## config.mk

```make
export PLATFORM = sky130hd
export DESIGN_NAME = quantize_bit_packer
export DESIGN_NICKNAME = d
export VERILOG_FILES = /design/src/rtl/qbp_pkg.sv /design/src/rtl/qbp_quant.sv /design/src/rtl/qbp_code_q.sv /design/src/rtl/qbp_pack.sv /design/src/rtl/quantize_bit_packer.sv
export SDC_FILE = /design/constraint.sdc
export NUM_CORES = 1
export LEC_CHECK = 0
export ABC_AREA = 1
export ABC_CLOCK_PERIOD_IN_PS = 4770
export BUFFER_PORTS_ARGS = -buffer_cell sky130_fd_sc_hd__buf_2
export CAP_MARGIN = 20
export CORE_ASPECT_RATIO = 0.6
export CORE_MARGIN = 2
export CORE_UTILIZATION = 41
export CTS_BUF_LIST = sky130_fd_sc_hd__clkbuf_16
export DETAILED_ROUTE_END_ITERATION = 8
export PLACE_DENSITY = 0.55
export SLEW_MARGIN = 20
export SYNTH_ARGS = -nofsm -noshare
export SYNTH_HDL_FRONTEND = slang
export SYNTH_SLANG_ARGS = --single-unit
export TNS_END_PERCENT = 10
```

## constraint.sdc

```tcl
create_clock -name clk -period 4.77 [get_ports clk]
set_clock_uncertainty 0.1 [all_clocks]
set_input_delay 0.477 -clock clk [delete_from_list [all_inputs] [get_ports clk]]
set_output_delay 0.477 -clock clk [all_outputs]
set_load 0.05 [all_outputs]
```

## src/rtl/qbp_pkg.sv

```systemverilog
`default_nettype none
// ----------------------------------------------------------------------------
// qbp_pkg: shared types and constants for the quantizing bit packer
// Field widths, payload structs and register indexes used by all modules.
// ----------------------------------------------------------------------------
package qbp_pkg;

  localparam int MAX_CODE_WIDTH = 32;
  localparam int CW_W           = $clog2(MAX_CODE_WIDTH + 1);
  localparam int ACC_W          = MAX_CODE_WIDTH + 7;
  localparam int CNT_W          = $clog2(ACC_W + 1);

  localparam int SAMPLE_W = 32;
  localparam int FS_W     = 31;
  localparam int CWREG_W  = 6;
  localparam int CFG_W    = 31;
  localparam int IDX_W    = 1;

  localparam logic [IDX_W-1:0] REG_FULL_SCALE = 1'd0;
  localparam logic [IDX_W-1:0] REG_CODE_WIDTH = 1'd1;

  localparam logic [FS_W-1:0]    FULL_SCALE_RST = 31'd65536;
  localparam logic [CWREG_W-1:0] CODE_WIDTH_RST = 6'd27;

  typedef struct packed {
    logic signed [SAMPLE_W-1:0] sample;
    logic                       end_of_block;
  } item_t;

  typedef struct packed {
    logic [7:0] packed_byte;
    logic       final_byte;
  } result_t;

  // one quantized code on its way from the divider to the packer
  typedef struct packed {
    logic [MAX_CODE_WIDTH-1:0] code;
    logic [CW_W-1:0]           width;
    logic                      last;
  } code_t;

endpackage

`default_nettype wire

```

## src/rtl/qbp_quant.sv

```systemverilog
`default_nettype none
// ----------------------------------------------------------------------------
// qbp_quant: sample classifier and quantizer
// Accepts one sample, sorts out the clipped cases and runs a restoring
// division for the rest, one quotient bit per cycle.
// ----------------------------------------------------------------------------
module qbp_quant import qbp_pkg::*; (
  input  wire logic            clk,
  input  wire logic            rst,
  input  wire logic            push,
  output logic                 full,
  input  wire item_t           item,
  input  wire logic [FS_W-1:0] full_scale,
  input  wire logic [CW_W-1:0] width,
  output logic                 code_push,
  input  wire logic            code_full,
  output code_t                code_out
);

  typedef enum logic [1:0] {ST_IDLE, ST_DIV, ST_FIX, ST_DONE} state_t;

  state_t                    state;
  logic [FS_W-1:0]           rem;
  logic [FS_W-1:0]           num;
  logic [MAX_CODE_WIDTH-1:0] quo;
  logic [CW_W-1:0]           step;
  logic [CW_W-1:0]           wid;
  logic                      last;

  logic [SAMPLE_W-1:0]       raw;
  logic [FS_W:0]             rem_sh;
  logic                      sub_ok;
  logic [FS_W:0]             rem_sub;
  logic [MAX_CODE_WIDTH-1:0] max_code;

  assign raw      = item.sample;
  assign rem_sh   = {rem, 1'b0};
  assign sub_ok   = rem_sh >= {1'b0, full_scale};
  assign rem_sub  = rem_sh - {1'b0, full_scale};
  assign max_code = {MAX_CODE_WIDTH{1'b1}} >> (CW_W'(MAX_CODE_WIDTH) - width);

  assign full      = state != ST_IDLE;
  assign code_push = (state == ST_DONE) && !code_full;
  assign code_out  = '{code: quo, width: wid, last: last};

  always_ff @(posedge clk) begin
    if (rst) begin
      state <= ST_IDLE;
    end else begin
      unique case (state)
        ST_IDLE: begin
          if (push) begin
            wid  <= width;
            last <= item.end_of_block;
            if (raw == '0 || raw[SAMPLE_W-1]) begin
              quo   <= MAX_CODE_WIDTH'(1);
              state <= ST_DONE;
            end else if (raw[FS_W-1:0] >= full_scale) begin
              quo   <= max_code;
              state <= ST_DONE;
            end else begin
              rem   <= raw[FS_W-1:0];
              num   <= raw[FS_W-1:0];
              quo   <= '0;
              step  <= '0;
              state <= ST_DIV;
            end
          end
        end
        ST_DIV: begin
          if (sub_ok) begin
            rem <= rem_sub[FS_W-1:0];
          end else begin
            rem <= rem_sh[FS_W-1:0];
          end
          quo  <= {quo[MAX_CODE_WIDTH-2:0], sub_ok};
          step <= step + CW_W'(1);
          if (step == wid - CW_W'(1)) begin
            state <= ST_FIX;
          end
        end
        ST_FIX: begin
          // quotient is floor(s*2^w/f); drop by one when rem < s to get floor(s*(2^w-1)/f)
          if (rem < num) begin
            quo <= quo - MAX_CODE_WIDTH'(1);
          end
          state <= ST_DONE;
        end
        ST_DONE: begin
          if (!code_full) begin
            state <= ST_IDLE;
          end
        end
        default: state <= ST_IDLE;
      endcase
    end
  end

  a_step_bound: assert property (@(posedge clk) disable iff (rst)
    state == ST_DIV |-> step < wid)
    else $error("division step past code width");

  a_push_done: assert property (@(posedge clk) disable iff (rst)
    code_push |-> state == ST_DONE)
    else $error("code beat outside done state");

  a_rem_below: assert property (@(posedge clk) disable iff (rst)
    state == ST_FIX |-> rem < full_scale)
    else $error("remainder not below full scale");

endmodule

`default_nettype wire

```

## src/rtl/qbp_code_q.sv

```systemverilog
`default_nettype none
// ----------------------------------------------------------------------------
// qbp_code_q: two-entry code queue
// Decouples the quantizer from the packer so either side can stall.
// ----------------------------------------------------------------------------
module qbp_code_q import qbp_pkg::*; (
  input  wire logic  clk,
  input  wire logic  rst,
  input  wire logic  push,
  input  wire code_t din,
  output logic       full,
  input  wire logic  pop,
  output code_t      dout,
  output logic       empty
);

  code_t       mem [2];
  logic        wr_ptr;
  logic        rd_ptr;
  logic [1:0]  count;
  logic        do_push;
  logic        do_pop;

  assign full    = count == 2'd2;
  assign empty   = count == 2'd0;
  assign do_push = push && !full;
  assign do_pop  = pop && !empty;
  assign dout    = mem[rd_ptr];

  always_ff @(posedge clk) begin
    if (do_push) begin
      mem[wr_ptr] <= din;
    end
  end

  always_ff @(posedge clk) begin
    if (rst) begin
      wr_ptr <= 1'b0;
      rd_ptr <= 1'b0;
      count  <= 2'd0;
    end else begin
      if (do_push) wr_ptr <= ~wr_ptr;
      if (do_pop)  rd_ptr <= ~rd_ptr;
      count <= count + {1'b0, do_push} - {1'b0, do_pop};
    end
  end

  a_count_bound: assert property (@(posedge clk) disable iff (rst) count <= 2'd2)
    else $error("code queue over capacity");

  a_ptr_match: assert property (@(posedge clk) disable iff (rst)
    (count == 2'd0 || count == 2'd2) |-> wr_ptr == rd_ptr)
    else $error("code queue pointers disagree with count");

  a_ptr_gap: assert property (@(posedge clk) disable iff (rst)
    count == 2'd1 |-> wr_ptr != rd_ptr)
    else $error("code queue pointers disagree with count");

endmodule

`default_nettype wire

```

## src/rtl/qbp_pack.sv

```systemverilog
`default_nettype none
// ----------------------------------------------------------------------------
// qbp_pack: LSB-first bit packer with result queue
// Appends each code above the leftover bits, emits complete bytes, pads and
// marks the last byte of a block.
// ----------------------------------------------------------------------------
module qbp_pack import qbp_pkg::*; (
  input  wire logic  clk,
  input  wire logic  rst,
  input  wire code_t code_in,
  input  wire logic  code_empty,
  output logic       code_pop,
  output result_t    result,
  output logic       empty,
  input  wire logic  pop
);

  typedef enum logic {ST_IDLE, ST_EMIT} state_t;

  state_t           state;
  logic [ACC_W-1:0] acc;
  logic [CNT_W-1:0] cnt;
  logic             last;

  result_t          oq [2];
  logic             oq_wr;
  logic             oq_rd;
  logic [1:0]       oq_cnt;
  logic             oq_full;

  logic             have_byte;
  logic             emit;
  logic             do_pop;
  result_t          beat;

  assign have_byte = (cnt >= CNT_W'(8)) || (last && cnt != '0);
  assign oq_full   = oq_cnt == 2'd2;
  assign emit      = (state == ST_EMIT) && have_byte && !oq_full;
  assign code_pop  = (state == ST_IDLE) && !code_empty;
  assign beat      = '{packed_byte: acc[7:0], final_byte: last && cnt <= CNT_W'(8)};
  assign empty     = oq_cnt == 2'd0;
  assign do_pop    = pop && !empty;
  assign result    = oq[oq_rd];

  always_ff @(posedge clk) begin
    if (rst) begin
      state <= ST_IDLE;
      acc   <= '0;
      cnt   <= '0;
      last  <= 1'b0;
    end else begin
      unique case (state)
        ST_IDLE: begin
          if (!code_empty) begin
            acc   <= acc | (ACC_W'(code_in.code) << cnt[2:0]);
            cnt   <= cnt + CNT_W'(code_in.width);
            last  <= code_in.last;
            state <= ST_EMIT;
          end
        end
        ST_EMIT: begin
          if (!have_byte) begin
            last  <= 1'b0;
            state <= ST_IDLE;
          end else if (!oq_full) begin
            // advance one byte; a padded final byte empties the packer
            acc <= acc >> 8;
            cnt <= (cnt >= CNT_W'(8)) ? cnt - CNT_W'(8) : '0;
          end
        end
        default: state <= ST_IDLE;
      endcase
    end
  end

  always_ff @(posedge clk) begin
    if (emit) begin
      oq[oq_wr] <= beat;
    end
  end

  always_ff @(posedge clk) begin
    if (rst) begin
      oq_wr  <= 1'b0;
      oq_rd  <= 1'b0;
      oq_cnt <= 2'd0;
    end else begin
      if (emit)   oq_wr <= ~oq_wr;
      if (do_pop) oq_rd <= ~oq_rd;
      oq_cnt <= oq_cnt + {1'b0, emit} - {1'b0, do_pop};
    end
  end

  a_idle_leftover: assert property (@(posedge clk) disable iff (rst)
    state == ST_IDLE |-> cnt < CNT_W'(8))
    else $error("packer idle with a complete byte held");

  a_oq_bound: assert property (@(posedge clk) disable iff (rst) oq_cnt <= 2'd2)
    else $error("result queue over capacity");

  a_final_empties: assert property (@(posedge clk) disable iff (rst)
    emit && beat.final_byte |=> cnt == '0)
    else $error("bits left after final byte");

  a_block_clean: assert property (@(posedge clk) disable iff (rst)
    state == ST_IDLE |-> acc[ACC_W-1:7] == '0)
    else $error("stale bits above leftover");

endmodule

`default_nettype wire

```

## src/rtl/quantize_bit_packer.sv

```systemverilog
`default_nettype none
// ----------------------------------------------------------------------------
// quantize_bit_packer: Q16.16 sample quantizer and LSB-first byte packer
// Quantizes each sample to a code of configurable width against a
// configured full scale and packs the codes into a byte stream.
// ----------------------------------------------------------------------------
//  channel   handshake        payload
//  -------   ---------------  -----------------------------------
//  item      push / full      item.sample, item.end_of_block
//  result    pop / empty      result.packed_byte, result.final_byte
//  config    cfg_we           cfg_index, cfg_data
//
//  A sample that needs division steps through idle, div, fix and done, one
//  quotient bit a cycle in div; clipped samples skip to done. The packer
//  emits up to five bytes, one a cycle while the result queue has room,
//  behind a two-entry code queue, so its work overlaps the next division.
//  Reset is synchronous: both queues and the leftover bits are cleared and
//  the registers return to full scale 65536 and width 27.
//  full rises while a sample is in the quantizer; a stalled result side
//  backs up through the queues to full.
// ----------------------------------------------------------------------------
module quantize_bit_packer import qbp_pkg::*; (
  input  wire logic             clk,
  input  wire logic             rst,
  input  wire logic             push,
  output logic                  full,
  input  wire item_t            item,
  output logic                  empty,
  input  wire logic             pop,
  output result_t               result,
  input  wire logic             cfg_we,
  input  wire logic [IDX_W-1:0] cfg_index,
  input  wire logic [CFG_W-1:0] cfg_data
);

  logic [FS_W-1:0]    full_scale;
  logic [CWREG_W-1:0] code_width;
  logic [CW_W-1:0]    eff_width;

  logic  code_push;
  logic  code_full;
  logic  code_pop;
  logic  code_empty;
  code_t code_in;
  code_t code_out;

  always_ff @(posedge clk) begin
    if (rst) begin
      full_scale <= FULL_SCALE_RST;
      code_width <= CODE_WIDTH_RST;
    end else if (cfg_we) begin
      unique case (cfg_index)
        REG_FULL_SCALE: full_scale <= cfg_data[FS_W-1:0];
        REG_CODE_WIDTH: code_width <= cfg_data[CWREG_W-1:0];
        default: ;
      endcase
    end
  end

  // zero width counts as one; clamp to the widest supported code
  always_comb begin
    if (code_width == '0) begin
      eff_width = CW_W'(1);
    end else if (int'(code_width) > MAX_CODE_WIDTH) begin
      eff_width = CW_W'(MAX_CODE_WIDTH);
    end else begin
      eff_width = CW_W'(code_width);
    end
  end

  qbp_quant u_quant (
    .clk        (clk),
    .rst        (rst),
    .push       (push),
    .full       (full),
    .item       (item),
    .full_scale (full_scale),
    .width      (eff_width),
    .code_push  (code_push),
    .code_full  (code_full),
    .code_out   (code_in)
  );

  qbp_code_q u_code_q (
    .clk   (clk),
    .rst   (rst),
    .push  (code_push),
    .din   (code_in),
    .full  (code_full),
    .pop   (code_pop),
    .dout  (code_out),
    .empty (code_empty)
  );

  qbp_pack u_pack (
    .clk        (clk),
    .rst        (rst),
    .code_in    (code_out),
    .code_empty (code_empty),
    .code_pop   (code_pop),
    .result     (result),
    .empty      (empty),
    .pop        (pop)
  );

endmodule

`default_nettype wire
```

==> impl_metrics.csv <==
group,metric,value,unit
run_status,status,"completed",
sta,maxSlewViolCount,0,
global_routing,grt_pass1_vias,15200,
floorplan,die_w,280,um
cts,cts.sinks,299,
setup_path,cp.required,4.89,ns
sta,finalCriticalPeriod,3.29,ns
synth,ys_types,50,
cts,cts_buffer_depth,3,
synth,synth-seq-area-share,42.8,%
finish,antenna-diode-count,0,
synth,avgSynthCellArea,7.46,sq um
global_routing,grt_max_degree,61,
finish,n_fill_cell,4604,
hold_path,worstHoldStart,"item[15]",
global_routing,grt-ovfl-total,0,
synth,ys_seq_elements,299,
hold_path,min_to,"u_quant.num[14]",
detailed_routing,routedWlPerCell,19.1,um
placement,dpl-instance-area,19700,sq um
placement,numPortBuffers,80,
power_and_ir_drop,peakVddDrop,494,uV
power_and_ir_drop,p_leak,9.43,nW
cts,cts_root_buffer,"clkbuf_16",
setup_path,r2r_end,"u_quant.rem[30]",
setup_path,path_cells,"dlygate4sd3_1 -> buf_2 -> ha_1 -> nand2_1 -> inv_1 -> nand2_1 -> nand2_1 -> a21oi_1 -> nand2_1 -> nand2_1 -> nand3_1 -> nor3b_2 -> buf_4",
global_routing,gr-usage-met3,5.27,%
detailed_routing,first_pass_iters,5,
finish,areaGrowthSynthToFinish,11.0,%
synth,synth_nets,2694,
global_routing,grt_pass1_wl,92.7,mm
synth,netlist_instances,2510,
hold_path,min_path_type,"in -> reg",
global_routing,busiest_layer,"met1",
flow_run,drv_cap,0,
floorplan,start_util,41.7,%
sta,report.final.setup_viol,0,
sta,max_freq,304,MHz
cts,cts_tree,"built",
finish,final_common_cell,"nand2_1",
floorplan,design.core.area,45000,sq um
power_and_ir_drop,switchingPower,5.58,mW
sta,worst_pin_slew,1.03,ns
power_and_ir_drop,p_per_area,588,nW/um^2
synth,ys.warnings.count,0,
detailed_routing,num_vias,16900,
global_routing,use_met2,29.7,%
detailed_routing,routed_wirelength,60.8,mm
finish,layout_common_cells,"791 x nand2_1, 307 x inv_1, 218 x nand3_1",
sta,min_period_over_period,69.1,%
sta,setup_tns,0,ns
global_routing,track_usage,25.5,%
detailed_routing,viasPerCell,5.32,
setup_path,path_max_fanout,31,
power_and_ir_drop,sequentialPowerShare,32.7,%
sta,hold_violations,0,
finish,drive_gt1_share,7.83,%
sta,rsz0062_at_grt,"false",
cts,htreeDepth,1,
detailed_routing,ant_nets,0,
power_and_ir_drop,combPwrFrac,46.6,%
detailed_routing,route.detailed.drc,0,
setup_path,cp.arrival,3.42,ns
power_and_ir_drop,total_power,12.2,mW
power_and_ir_drop,p_clk_share,20.7,%
power_and_ir_drop,swShare,45.6,%
setup_path,cpPeakStageDelay,0.56,ns
setup_path,worst-setup-path-type,"in -> reg",
finish,final_util,46.3,%
setup_path,path_buf_inv,4,
setup_path,r2r-start,"full_scale[0]",
setup_path,ff2ff_path_depth,14,
setup_path,crit_path_end_kind,"flop",
floorplan,die_area,47500,sq um
detailed_routing,first_iter_violations,1714,
setup_path,cp_top_family,"buffers and inverters",
global_routing,met1_usage,45.4,%
floorplan,ios,81,
floorplan,core.rowCount,60,
placement,dpl.hpwl,46.7,mm
floorplan,die_y,170,um
sta,slew_headroom,31.0,%
cts,clk_pin_slew_worst_paths,0.07,ns
setup_path,crit_top_cell,"nand2_1",
hold_path,hold_path_depth,1,
finish,fin_area,20800,sq um
setup_path,start_kind,"primary input",
finish,nNetsFinal,2756,
sta,whs,0.0218,ns
cts,cts_resized,0,
cts,cts_buffers,31,
synth,syn-cell-area,18700,sq um
global_routing,antenna_found_initial,2,
power_and_ir_drop,p_int,6.66,mW
setup_path,r2r_setup_slack,1.50,ns
cts,worstSkewPairLatency,0.59,ns
setup_path,slowest_stage,"dlygate4sd3_1",
cts,cts_setup_buffers,0,
placement,gp_congestion,0.936,
[how the worst max path moves through the flow]
stage               cells after the start  slack (ns)               to             start
floorplan                               5        0.24   u_quant.num[0]  u_quant.state[0]
global placement                       11        1.51   u_quant.num[3]           item[7]
detailed placement                     11        1.49  u_quant.num[11]           item[7]
CTS                                    14        1.52  u_quant.rem[30]     full_scale[0]
global route                           14        1.22  u_quant.rem[25]     full_scale[0]
finish                                 13        1.48   u_quant.num[7]          item[11]
[layer usage]
metal	vias up	share of wire, %	wire [um]
met5	-	0	0
met4	0	1.2	738
met3	46	9.1	5520
met2	599	33	20100
met1	7882	57	34400
li1	8411	-	-
[final cells by class]
cell class	instances	area [sq um]	area share, %
clock buffer	33	826	3.97
clock inverter	22	213	1.02
inverter	318	1190	5.74
multi-input combinational	1817	9220	44.3
sequential	299	8020	38.5
tap	589	737	3.54
timing repair buffer	105	596	2.86
[registers in the layout, summed over array words and instances, names as in the netlist, 2 cells and up, named ones only]
| register | cells |
|---|---|
| u_quant.num | 31 |
| u_pack.cnt | 6 |
| u_quant.rem | 31 |
| u_quant.step | 6 |
| u_code_q.count | 2 |
| u_pack.oq | 18 |
| u_code_q.mem | 78 |
| full_scale | 31 |
| u_pack.acc | 39 |
| u_pack.oq_cnt | 2 |
| u_quant.quo | 32 |
| code_width | 6 |
| u_quant.wid | 6 |
| u_quant.state | 2 |
[power by group through the flow]
stage,clock network (mW),logic [mW],registers [mW]
after detailed placement,0,5.58,4.03
after CTS,2.58,5.60,3.98
after global routing,2.68,6.38,4.05
final,2.53,5.71,4.00
after floorplan,0,4.00,3.83
after global placement,0,5.57,4.01
[cells in the mapped netlist (all sizes together)]
master | number | area share (%)
a21o | 4 | 0.16
a21oi | 123 | 3.3
a22o | 10 | 0.47
a22oi | 11 | 0.44
a31oi | 3 | 0.10
and2 | 4 | 0.13
buf | 27 | 0.80
clkbuf | 49 | 0.99
clkinv | 3 | 0.067
dfxtp | 96 | 10
edfxtp | 203 | 33
fa | 2 | 0.21
ha | 112 | 7.5
inv | 315 | 6.3
mux2 | 9 | 0.54
nand2 | 800 | 16
nand3 | 220 | 6.0
nand3b | 4 | 0.16
nand4 | 46 | 1.5
nor2 | 214 | 4.4
nor3 | 26 | 0.72
nor3b | 2 | 0.11
nor4 | 1 | 0.033
o211a | 1 | 0.053
o211ai | 5 | 0.20
o21a | 2 | 0.080
o21ai | 163 | 4.4
o21bai | 6 | 0.24
o22ai | 12 | 0.40
o31ai | 1 | 0.040
o32ai | 1 | 0.047
or2 | 8 | 0.27
xnor2 | 16 | 0.75
xor2 | 11 | 0.51
[per-stage QoR]
step	worst slack (ns)	instances
after floorplan	0.245	2510
after global placement	1.51	3125
after detailed placement	1.49	3125
after CTS	1.52	3183
after global routing	1.22	3183
final	1.48	3183
[repair_timing]
| action | 4_1_cts | 5_1_grt |
|---|---|---|
| setup endpoints to repair | 0 | 0 |
| hold endpoints to repair | 3 | 0 |
| hold buffers | 3 | 0 |
[cell families after synthesis]
logic type | synth area share [%]
flops | 42.8
buf+inv | 8.17
compound gates | 9.93
simple gates | 29.6
fa+ha+maj | 7.69
mux | 0.541
xor+xnor | 1.26
Power figures use the tool's default switching activity.
